<file path="src/hw/rtl/ptdt_pkg.sv">
// ============================================================================
// ptdt_pkg
// Shared types, codes and sizing for the priority timer dispatch table.
// ============================================================================
package ptdt_pkg;

    localparam int TABLE_DEPTH = 16;
    localparam int CNT_W       = $clog2(TABLE_DEPTH + 1);

    // one day in milliseconds
    localparam logic [31:0] HORIZON_TICKS = 32'd86400000;

    localparam logic [1:0] ACT_ADD      = 2'd0;
    localparam logic [1:0] ACT_REARM    = 2'd1;
    localparam logic [1:0] ACT_DISPATCH = 2'd2;

    typedef enum logic [2:0] {
        KIND_DUE       = 3'd0,
        KIND_WAKE      = 3'd1,
        KIND_NOTIMEOUT = 3'd2,
        KIND_DONE      = 3'd3,
        KIND_REJECT    = 3'd4
    } kind_t;

    typedef enum logic [1:0] {
        ST_IDLE,
        ST_SCAN,
        ST_WAKE
    } state_t;

    typedef struct packed {
        logic [1:0]  action;
        logic [7:0]  handler_id;
        logic [7:0]  priority_req;
        logic [31:0] activation_tick;
        logic [31:0] current_tick;
    } item_t;

    typedef struct packed {
        kind_t       kind;
        logic [7:0]  due_handler;
        logic [31:0] wakeup_tick;
        logic        last;
    } result_t;

    typedef struct packed {
        logic [7:0]  prio;
        logic [7:0]  id;
        logic [31:0] activation;
    } entry_t;

    typedef struct packed {
        logic insert;
        logic rearm;
        logic rotate;
    } cell_ctrl_t;

    typedef struct packed {
        logic init;
        logic step_en;
        logic step_occ;
    } wake_ctrl_t;

endpackage

</file>
<file path="src/hw/rtl/ptdt_cell.sv">
// ============================================================================
// ptdt_cell
// One table slot: sorted insert from the left, rotate from the right, rearm.
// ============================================================================
module ptdt_cell (
    input  logic                 aclk,
    input  ptdt_pkg::cell_ctrl_t ctrl,
    input  ptdt_pkg::entry_t     new_entry,
    input  ptdt_pkg::entry_t     prev_entry,
    input  logic                 prev_keep,
    input  ptdt_pkg::entry_t     next_entry,
    input  logic                 occ,
    output ptdt_pkg::entry_t     entry,
    output logic                 keep,
    output logic                 match
);

    ptdt_pkg::entry_t entry_reg;
    ptdt_pkg::entry_t entry_next;

    // slot stays put on insert when it holds an equal or higher priority
    assign keep  = occ && (entry_reg.prio >= new_entry.prio);
    assign match = occ && (entry_reg.id == new_entry.id);
    assign entry = entry_reg;

    always_comb begin
        entry_next = entry_reg;
        if (ctrl.insert) begin
            if (!keep) begin
                entry_next = prev_keep ? new_entry : prev_entry;
            end
        end else if (ctrl.rotate) begin
            entry_next = next_entry;
        end else if (ctrl.rearm && match) begin
            entry_next.activation = new_entry.activation;
        end
    end

    always_ff @(posedge aclk) begin
        entry_reg <= entry_next;
    end

endmodule

</file>
<file path="src/hw/rtl/ptdt_wake.sv">
// ============================================================================
// ptdt_wake
// Wake-up accumulator: running minimum of activations seen during a scan.
// ============================================================================
module ptdt_wake (
    input  logic                 aclk,
    input  ptdt_pkg::wake_ctrl_t ctrl,
    input  logic [31:0]          now_tick,
    input  logic [31:0]          activation,
    output logic                 due,
    output logic [31:0]          wakeup_tick
);

    logic [31:0] now_reg;
    logic [31:0] now_next;
    logic [31:0] min_reg;
    logic [31:0] min_next;
    logic [32:0] horizon_sum;

    assign horizon_sum = {1'b0, now_tick} + {1'b0, ptdt_pkg::HORIZON_TICKS};
    assign due         = activation < now_reg;
    assign wakeup_tick = (min_reg < now_reg) ? now_reg : min_reg;

    always_comb begin
        now_next = now_reg;
        min_next = min_reg;
        if (ctrl.init) begin
            now_next = now_tick;
            // saturate at the top of the tick range
            min_next = horizon_sum[32] ? 32'hFFFF_FFFF : horizon_sum[31:0];
        end else if (ctrl.step_en && ctrl.step_occ && (activation < min_reg)) begin
            min_next = activation;
        end
    end

    always_ff @(posedge aclk) begin
        now_reg <= now_next;
        min_reg <= min_next;
    end

endmodule

</file>
<file path="src/hw/rtl/priority_timer_dispatch_table.sv">
// ============================================================================
// priority_timer_dispatch_table
// Handler table sorted by descending priority, held in a row of cells, with
// add, rearm and dispatch transactions and a next wake-up tick report.
// ============================================================================
//
//  channel | dir | payload  | role
//  --------+-----+----------+-------------------------------------------
//  s_      | in  | item_t   | add / rearm / dispatch request transaction
//  m_      | out | result_t | result transactions, last marks the final one
//
//  add, rearm and unused codes give one result each; the insert is a
//  single shift across the row of cells
//  dispatch on a non-empty table rotates the whole row through cell 0, one
//  slot per cycle, then reports the wake-up tick; a busy output register
//  holds the rotation in place until it drains
//  reset clears the entry count and the sequencer; slot contents are only
//  read below the count and need no reset
//
module priority_timer_dispatch_table (
    input  logic              aclk,
    input  logic              aresetn,
    input  logic              s_valid,
    output logic              s_ready,
    input  ptdt_pkg::item_t   s_item,
    output logic              m_valid,
    input  logic              m_ready,
    output ptdt_pkg::result_t m_result
);

    localparam int DEPTH = ptdt_pkg::TABLE_DEPTH;
    localparam int CW    = ptdt_pkg::CNT_W;

    // control state
    ptdt_pkg::state_t  state_reg;
    ptdt_pkg::state_t  state_next;
    logic [CW-1:0]     count_reg;
    logic [CW-1:0]     count_next;
    logic [CW-1:0]     step_reg;
    logic [CW-1:0]     step_next;

    // output register
    logic              m_valid_reg;
    ptdt_pkg::result_t m_result_reg;
    ptdt_pkg::result_t res;
    logic              load;

    logic              out_free;
    logic              accept;
    logic              full;
    logic              empty;
    logic              last_step;
    logic              step_occ;
    logic              any_match;

    ptdt_pkg::cell_ctrl_t cell_ctrl;
    ptdt_pkg::wake_ctrl_t wake_ctrl;
    ptdt_pkg::entry_t     new_entry;
    ptdt_pkg::entry_t     cell_entry [DEPTH];
    logic [DEPTH-1:0]     cell_keep;
    logic [DEPTH-1:0]     cell_match;
    logic [DEPTH-1:0]     cell_occ;

    logic                 due;
    logic [31:0]          wakeup_tick;

    assign out_free  = !m_valid_reg || m_ready;
    assign s_ready   = (state_reg == ptdt_pkg::ST_IDLE) && out_free;
    assign accept    = s_valid && s_ready;
    assign full      = count_reg == CW'(DEPTH);
    assign empty     = count_reg == '0;
    assign last_step = step_reg == CW'(DEPTH - 1);
    assign step_occ  = step_reg < count_reg;
    assign any_match = |cell_match;

    assign new_entry.prio       = s_item.priority_req;
    assign new_entry.id         = s_item.handler_id;
    assign new_entry.activation = s_item.activation_tick;

    // row of cells: insert shifts toward the tail, rotate toward cell 0
    for (genvar i = 0; i < DEPTH; i++) begin : g_cell
        assign cell_occ[i] = CW'(i) < count_reg;

        ptdt_cell u_cell (
            .aclk       (aclk),
            .ctrl       (cell_ctrl),
            .new_entry  (new_entry),
            .prev_entry ((i == 0) ? new_entry : cell_entry[(i + DEPTH - 1) % DEPTH]),
            .prev_keep  ((i == 0) ? 1'b1 : cell_keep[(i + DEPTH - 1) % DEPTH]),
            .next_entry (cell_entry[(i + 1) % DEPTH]),
            .occ        (cell_occ[i]),
            .entry      (cell_entry[i]),
            .keep       (cell_keep[i]),
            .match      (cell_match[i])
        );
    end

    // cell 0 is the head of the scan
    ptdt_wake u_wake (
        .aclk        (aclk),
        .ctrl        (wake_ctrl),
        .now_tick    (s_item.current_tick),
        .activation  (cell_entry[0].activation),
        .due         (due),
        .wakeup_tick (wakeup_tick)
    );

    // next state
    always_comb begin
        state_next = state_reg;
        unique case (state_reg)
            ptdt_pkg::ST_IDLE: begin
                if (accept && (s_item.action == ptdt_pkg::ACT_DISPATCH) && !empty) begin
                    state_next = ptdt_pkg::ST_SCAN;
                end
            end
            ptdt_pkg::ST_SCAN: begin
                if (out_free && last_step) begin
                    state_next = ptdt_pkg::ST_WAKE;
                end
            end
            ptdt_pkg::ST_WAKE: begin
                if (out_free) begin
                    state_next = ptdt_pkg::ST_IDLE;
                end
            end
            default: state_next = ptdt_pkg::ST_IDLE;
        endcase
    end

    // outputs and datapath control
    always_comb begin
        cell_ctrl  = '0;
        wake_ctrl  = '0;
        load       = 1'b0;
        res        = '{kind: ptdt_pkg::KIND_DONE, due_handler: 8'd0,
                       wakeup_tick: 32'd0, last: 1'b1};
        count_next = count_reg;
        step_next  = step_reg;
        unique case (state_reg)
            ptdt_pkg::ST_IDLE: begin
                step_next = '0;
                if (accept) begin
                    load = 1'b1;
                    unique case (s_item.action)
                        ptdt_pkg::ACT_ADD: begin
                            if (full) begin
                                res.kind = ptdt_pkg::KIND_REJECT;
                            end else begin
                                cell_ctrl.insert = 1'b1;
                                count_next       = count_reg + 1'b1;
                            end
                        end
                        ptdt_pkg::ACT_REARM: begin
                            cell_ctrl.rearm = 1'b1;
                            if (!any_match) begin
                                res.kind = ptdt_pkg::KIND_REJECT;
                            end
                        end
                        ptdt_pkg::ACT_DISPATCH: begin
                            if (empty) begin
                                res.kind = ptdt_pkg::KIND_NOTIMEOUT;
                            end else begin
                                load           = 1'b0;
                                wake_ctrl.init = 1'b1;
                            end
                        end
                        default: ;
                    endcase
                end
            end
            ptdt_pkg::ST_SCAN: begin
                if (out_free) begin
                    cell_ctrl.rotate   = 1'b1;
                    wake_ctrl.step_en  = 1'b1;
                    wake_ctrl.step_occ = step_occ;
                    step_next          = step_reg + 1'b1;
                    if (step_occ && due) begin
                        load            = 1'b1;
                        res.kind        = ptdt_pkg::KIND_DUE;
                        res.due_handler = cell_entry[0].id;
                        res.last        = 1'b0;
                    end
                end
            end
            ptdt_pkg::ST_WAKE: begin
                if (out_free) begin
                    load            = 1'b1;
                    res.kind        = ptdt_pkg::KIND_WAKE;
                    res.wakeup_tick = wakeup_tick;
                end
            end
            default: ;
        endcase
    end

    always_ff @(posedge aclk) begin
        if (!aresetn) begin
            state_reg   <= ptdt_pkg::ST_IDLE;
            count_reg   <= '0;
            step_reg    <= '0;
            m_valid_reg <= 1'b0;
        end else begin
            state_reg <= state_next;
            count_reg <= count_next;
            step_reg  <= step_next;
            if (load) begin
                m_valid_reg <= 1'b1;
            end else if (m_ready) begin
                m_valid_reg <= 1'b0;
            end
        end
    end

    // result payload
    always_ff @(posedge aclk) begin
        if (load) begin
            m_result_reg <= res;
        end
    end

    assign m_valid  = m_valid_reg;
    assign m_result = m_result_reg;

endmodule

</file>
<file path="config.mk">
export PLATFORM = sky130hd
export DESIGN_NAME = priority_timer_dispatch_table
export DESIGN_NICKNAME = d
export VERILOG_FILES = /design/src/hw/rtl/ptdt_pkg.sv /design/src/hw/rtl/ptdt_cell.sv /design/src/hw/rtl/ptdt_wake.sv /design/src/hw/rtl/priority_timer_dispatch_table.sv
export SDC_FILE = /design/constraint.sdc
export NUM_CORES = 2
export LEC_CHECK = 0
export BUFFER_PORTS_ARGS = -buffer_cell sky130_fd_sc_hd__buf_4
export CAP_MARGIN = 15
export CORE_UTILIZATION = 39
export CTS_CLUSTER_DIAMETER = 200
export DETAILED_ROUTE_END_ITERATION = 8
export PLACE_DENSITY = 0.58
export SYNTH_ARGS = -nofsm -noshare
export SYNTH_HDL_FRONTEND = slang
export SYNTH_HIERARCHICAL = 1
export SYNTH_SLANG_ARGS = --single-unit
</file>
<file path="constraint.sdc">
create_clock -name aclk -period 11.75 [get_ports aclk]
set_clock_uncertainty 0.05 [all_clocks]
set_input_delay 1.175 -clock aclk [delete_from_list [all_inputs] [get_ports aclk]]
set_output_delay 1.175 -clock aclk [all_outputs]
set_load 0.02 [all_outputs]
</file>
==> metrics.txt <==
worst setup margin=6.33 ns; r2r startpoint=count_reg[1]$_SDFFE_PN0P_; Core Rows=145; number of synthesized flops with an enable pin=876; clock-pin slew on the worst setup and hold paths=0.06 ns; Synth Register Bits=889; CORE AREA=156000 sq um; Synth cell types=79; dpl cell area=62700 sq um; Pwr Density=120 nW/um^2; RSZ-0062 raised after global routing=no; Final ANT Viol Nets=0; Main synth FF type=edfxtp_1; Root Driver=clkbuf_16; Max Clk Rate=0.184 GHz; worst path required time=12.13 ns; area share of the largest cell type after synthesis=43.0%; Register Area=26600 sq um; max_cap viols=0; commonest non-fill, non-tap cells in the layout=edfxtp_1 (876), a21oi_1 (846), mux2i_1 (810); P&R area growth vs syn=7.87%; max reg flops=768; vias in the first global route=39751; Pleak=22.0 nW; CTS Buf Count=106; synth top area cells=edfxtp_1 (43%), mux2i_1 (13%), a211oi_2 (9.2%), a21oi_1 (6.9%), nor2b_1 (5.3%); violated checks=DRC; CTS Hold Bufs=0; Worst Hold Class=flip-flop to flip-flop; Syn Inst Count=5448; Die Area=159000 sq um; Syn Area/Cell=11.2 sq um; Critical Path AT=5.80 ns; Worst Tran Pin Value=1.17 ns; Post-CTS Setup Inserts=0; total gr overflow=0; Setup crit end kind=flip-flop; drt first pass iters=8; CP Launch Type=flip-flop; commonest non-fill, non-tap cell in the layout=edfxtp_1; H-tree depth=3; critical path class=flip-flop to flip-flop; initial antenna violation count=15; Synthesized Nets=5764; CP startpoint=count_reg[1]$_SDFFE_PN0P_; setup tns final=0 ns; GR Util All Layers=21.1%; Post-Place Worst Slack=5.99 ns; # nets final=5691; Post-Syn Area=61200 sq um; cts repair resizes=0; FILL cells=14668; gpl congestion=0.827; Hold Crit Start=step_reg[4]$_SDFFE_PN0P_; status=finished, violations left; Die Y=398 microns; IO buf count=131; final hold violation count=0; routed len/inst=22.7 microns; hpwl dp=102 mm; largest net degree at the start of global routing=205; CP max FO=195; Initial DRC Count=3954; area of the multi-input gates=30900 sq um; clock tree sinks=889; CTS Buffer Depth=3; final period utilization=46.2%; Yosys top cell by area=edfxtp_1; pins over their slew limit=0; final setup vio count=0; Final Critical Period=5.42 ns; DRC=2; Post-Route WL=171 mm; Ports=132; first-pass GRT wire length=257 mm; CTS tree=done; layout cells sized above 1=16.8%; fraction of registers with async set/reset=0%; vias per cell=5.56; Skew-Pair Late Insertion Delay=0.73 ns; Worst slew margin=22.1%; VDD IR max=0.111 mV; die width=398 microns; Initial Util=39.2%; Non-Filler Cell Area, Final=66100 sq um; vias=41886; Seq/Total Area, Yosys=43.4%; YS warnings=6
logic make-up (layout without fill, tap and decap cells):
| family | after synthesis | after routing | synth area share, % |
|---|---|---|---|
| AOI/OAI and AO/OA | 1562 | 1562 | 19.4 |
| and+or+nand+nor | 1180 | 1180 | 10.7 |
| DFF | 889 | 889 | 43.4 |
| muxes | 817 | 817 | 13.4 |
| buffers and inverters | 626 | 643 | 6.44 |
| adders and majority gates | 230 | 230 | 4.70 |
| xor gates and xnor gates | 143 | 143 | 2.05 |
| other | 1 | 7 | 0.00612 |
per-layer routing:
metal / global-route usage (%) / wire length [microns] / vias up
met5: 0 / 108 / -
met4: 5.18 / 3010 / 16
met3: 4.23 / 11500 / 174
met2: 32.1 / 75800 / 1078
met1: 30.4 / 80900 / 20377
li1: - / - / 20241
final cells by class:
cell class,count,area share (%)
Multi-Input combinational cell,3933,46.8
Timing Repair Buffer,221,2.68
Antenna cell,6,0.0227
Clock inverter,68,0.903
Inverter,224,1.27
Tap cell,2058,3.90
Clock buffer,130,4.18
Sequential cell,889,40.2
critical path: stages (launching register included):
cell and delay, ns:
dfxtp_1 0.46, inv_1 0.18, ha_1 0.25, nor3b_1 0.18, and2_1 0.23, nor2_4 0.68
buf_12 0.69, buf_4 1.03, buf_4 0.86, a21oi_1 0.16
per-stage QoR:
stage | util [%] | total power, mW | hold slack (ns) | instances
floorplan | - | 4.42 | 0.404 | 5448
global placement | 40.2 | 4.71 | 0.429 | 7323
detailed placement | 40.2 | 4.74 | 0.441 | 7323
CTS | 42.3 | 8.02 | 0.449 | 7521
global route | 42.3 | 8.25 | 0.464 | 7528
finish | 42.3 | 7.94 | 0.449 | 7529
cells in the mapped netlist (all sizes together), types with 2 or more instances:
master / instances
a21oi: 847
clkbuf: 110
buf: 292
dfxtp: 13
nand2b: 11
and2b: 6
o22ai: 2
nand4: 15
a211o: 6
nand2: 61
a221oi: 3
o22a: 23
a22oi: 19
mux2i: 816
and3: 20
and2: 44
o21a: 7
a211oi: 515
o21ai: 84
a31oi: 3
or3: 5
a22o: 17
nor2b: 516
o31a: 3
ha: 230
a21o: 20
xor2: 120
inv: 223
nor2: 341
xnor2: 23
nor3: 48
nand3: 47
edfxtp: 876
nor4: 25
and4: 18
nor3b: 19
path summary, 6_finish.rpt:
check        cells past startpoint                                  end  slack, ns
max reg2reg                      9  g_cell[0].u_cell/entry[9]$_DFFE_PP_       6.33
max                              9  g_cell[0].u_cell/entry[9]$_DFFE_PP_       6.33
min reg2reg                      2             step_reg[4]$_SDFFE_PN0P_       0.45
min                              2             step_reg[4]$_SDFFE_PN0P_       0.45
power breakdown:
part | internal, mW | switching (mW)
Clock | 1.85 | 1.41
Sequential | 3.66 | 0.0913
Combinational | 0.357 | 0.579
(Power assumes the default switching activity.)
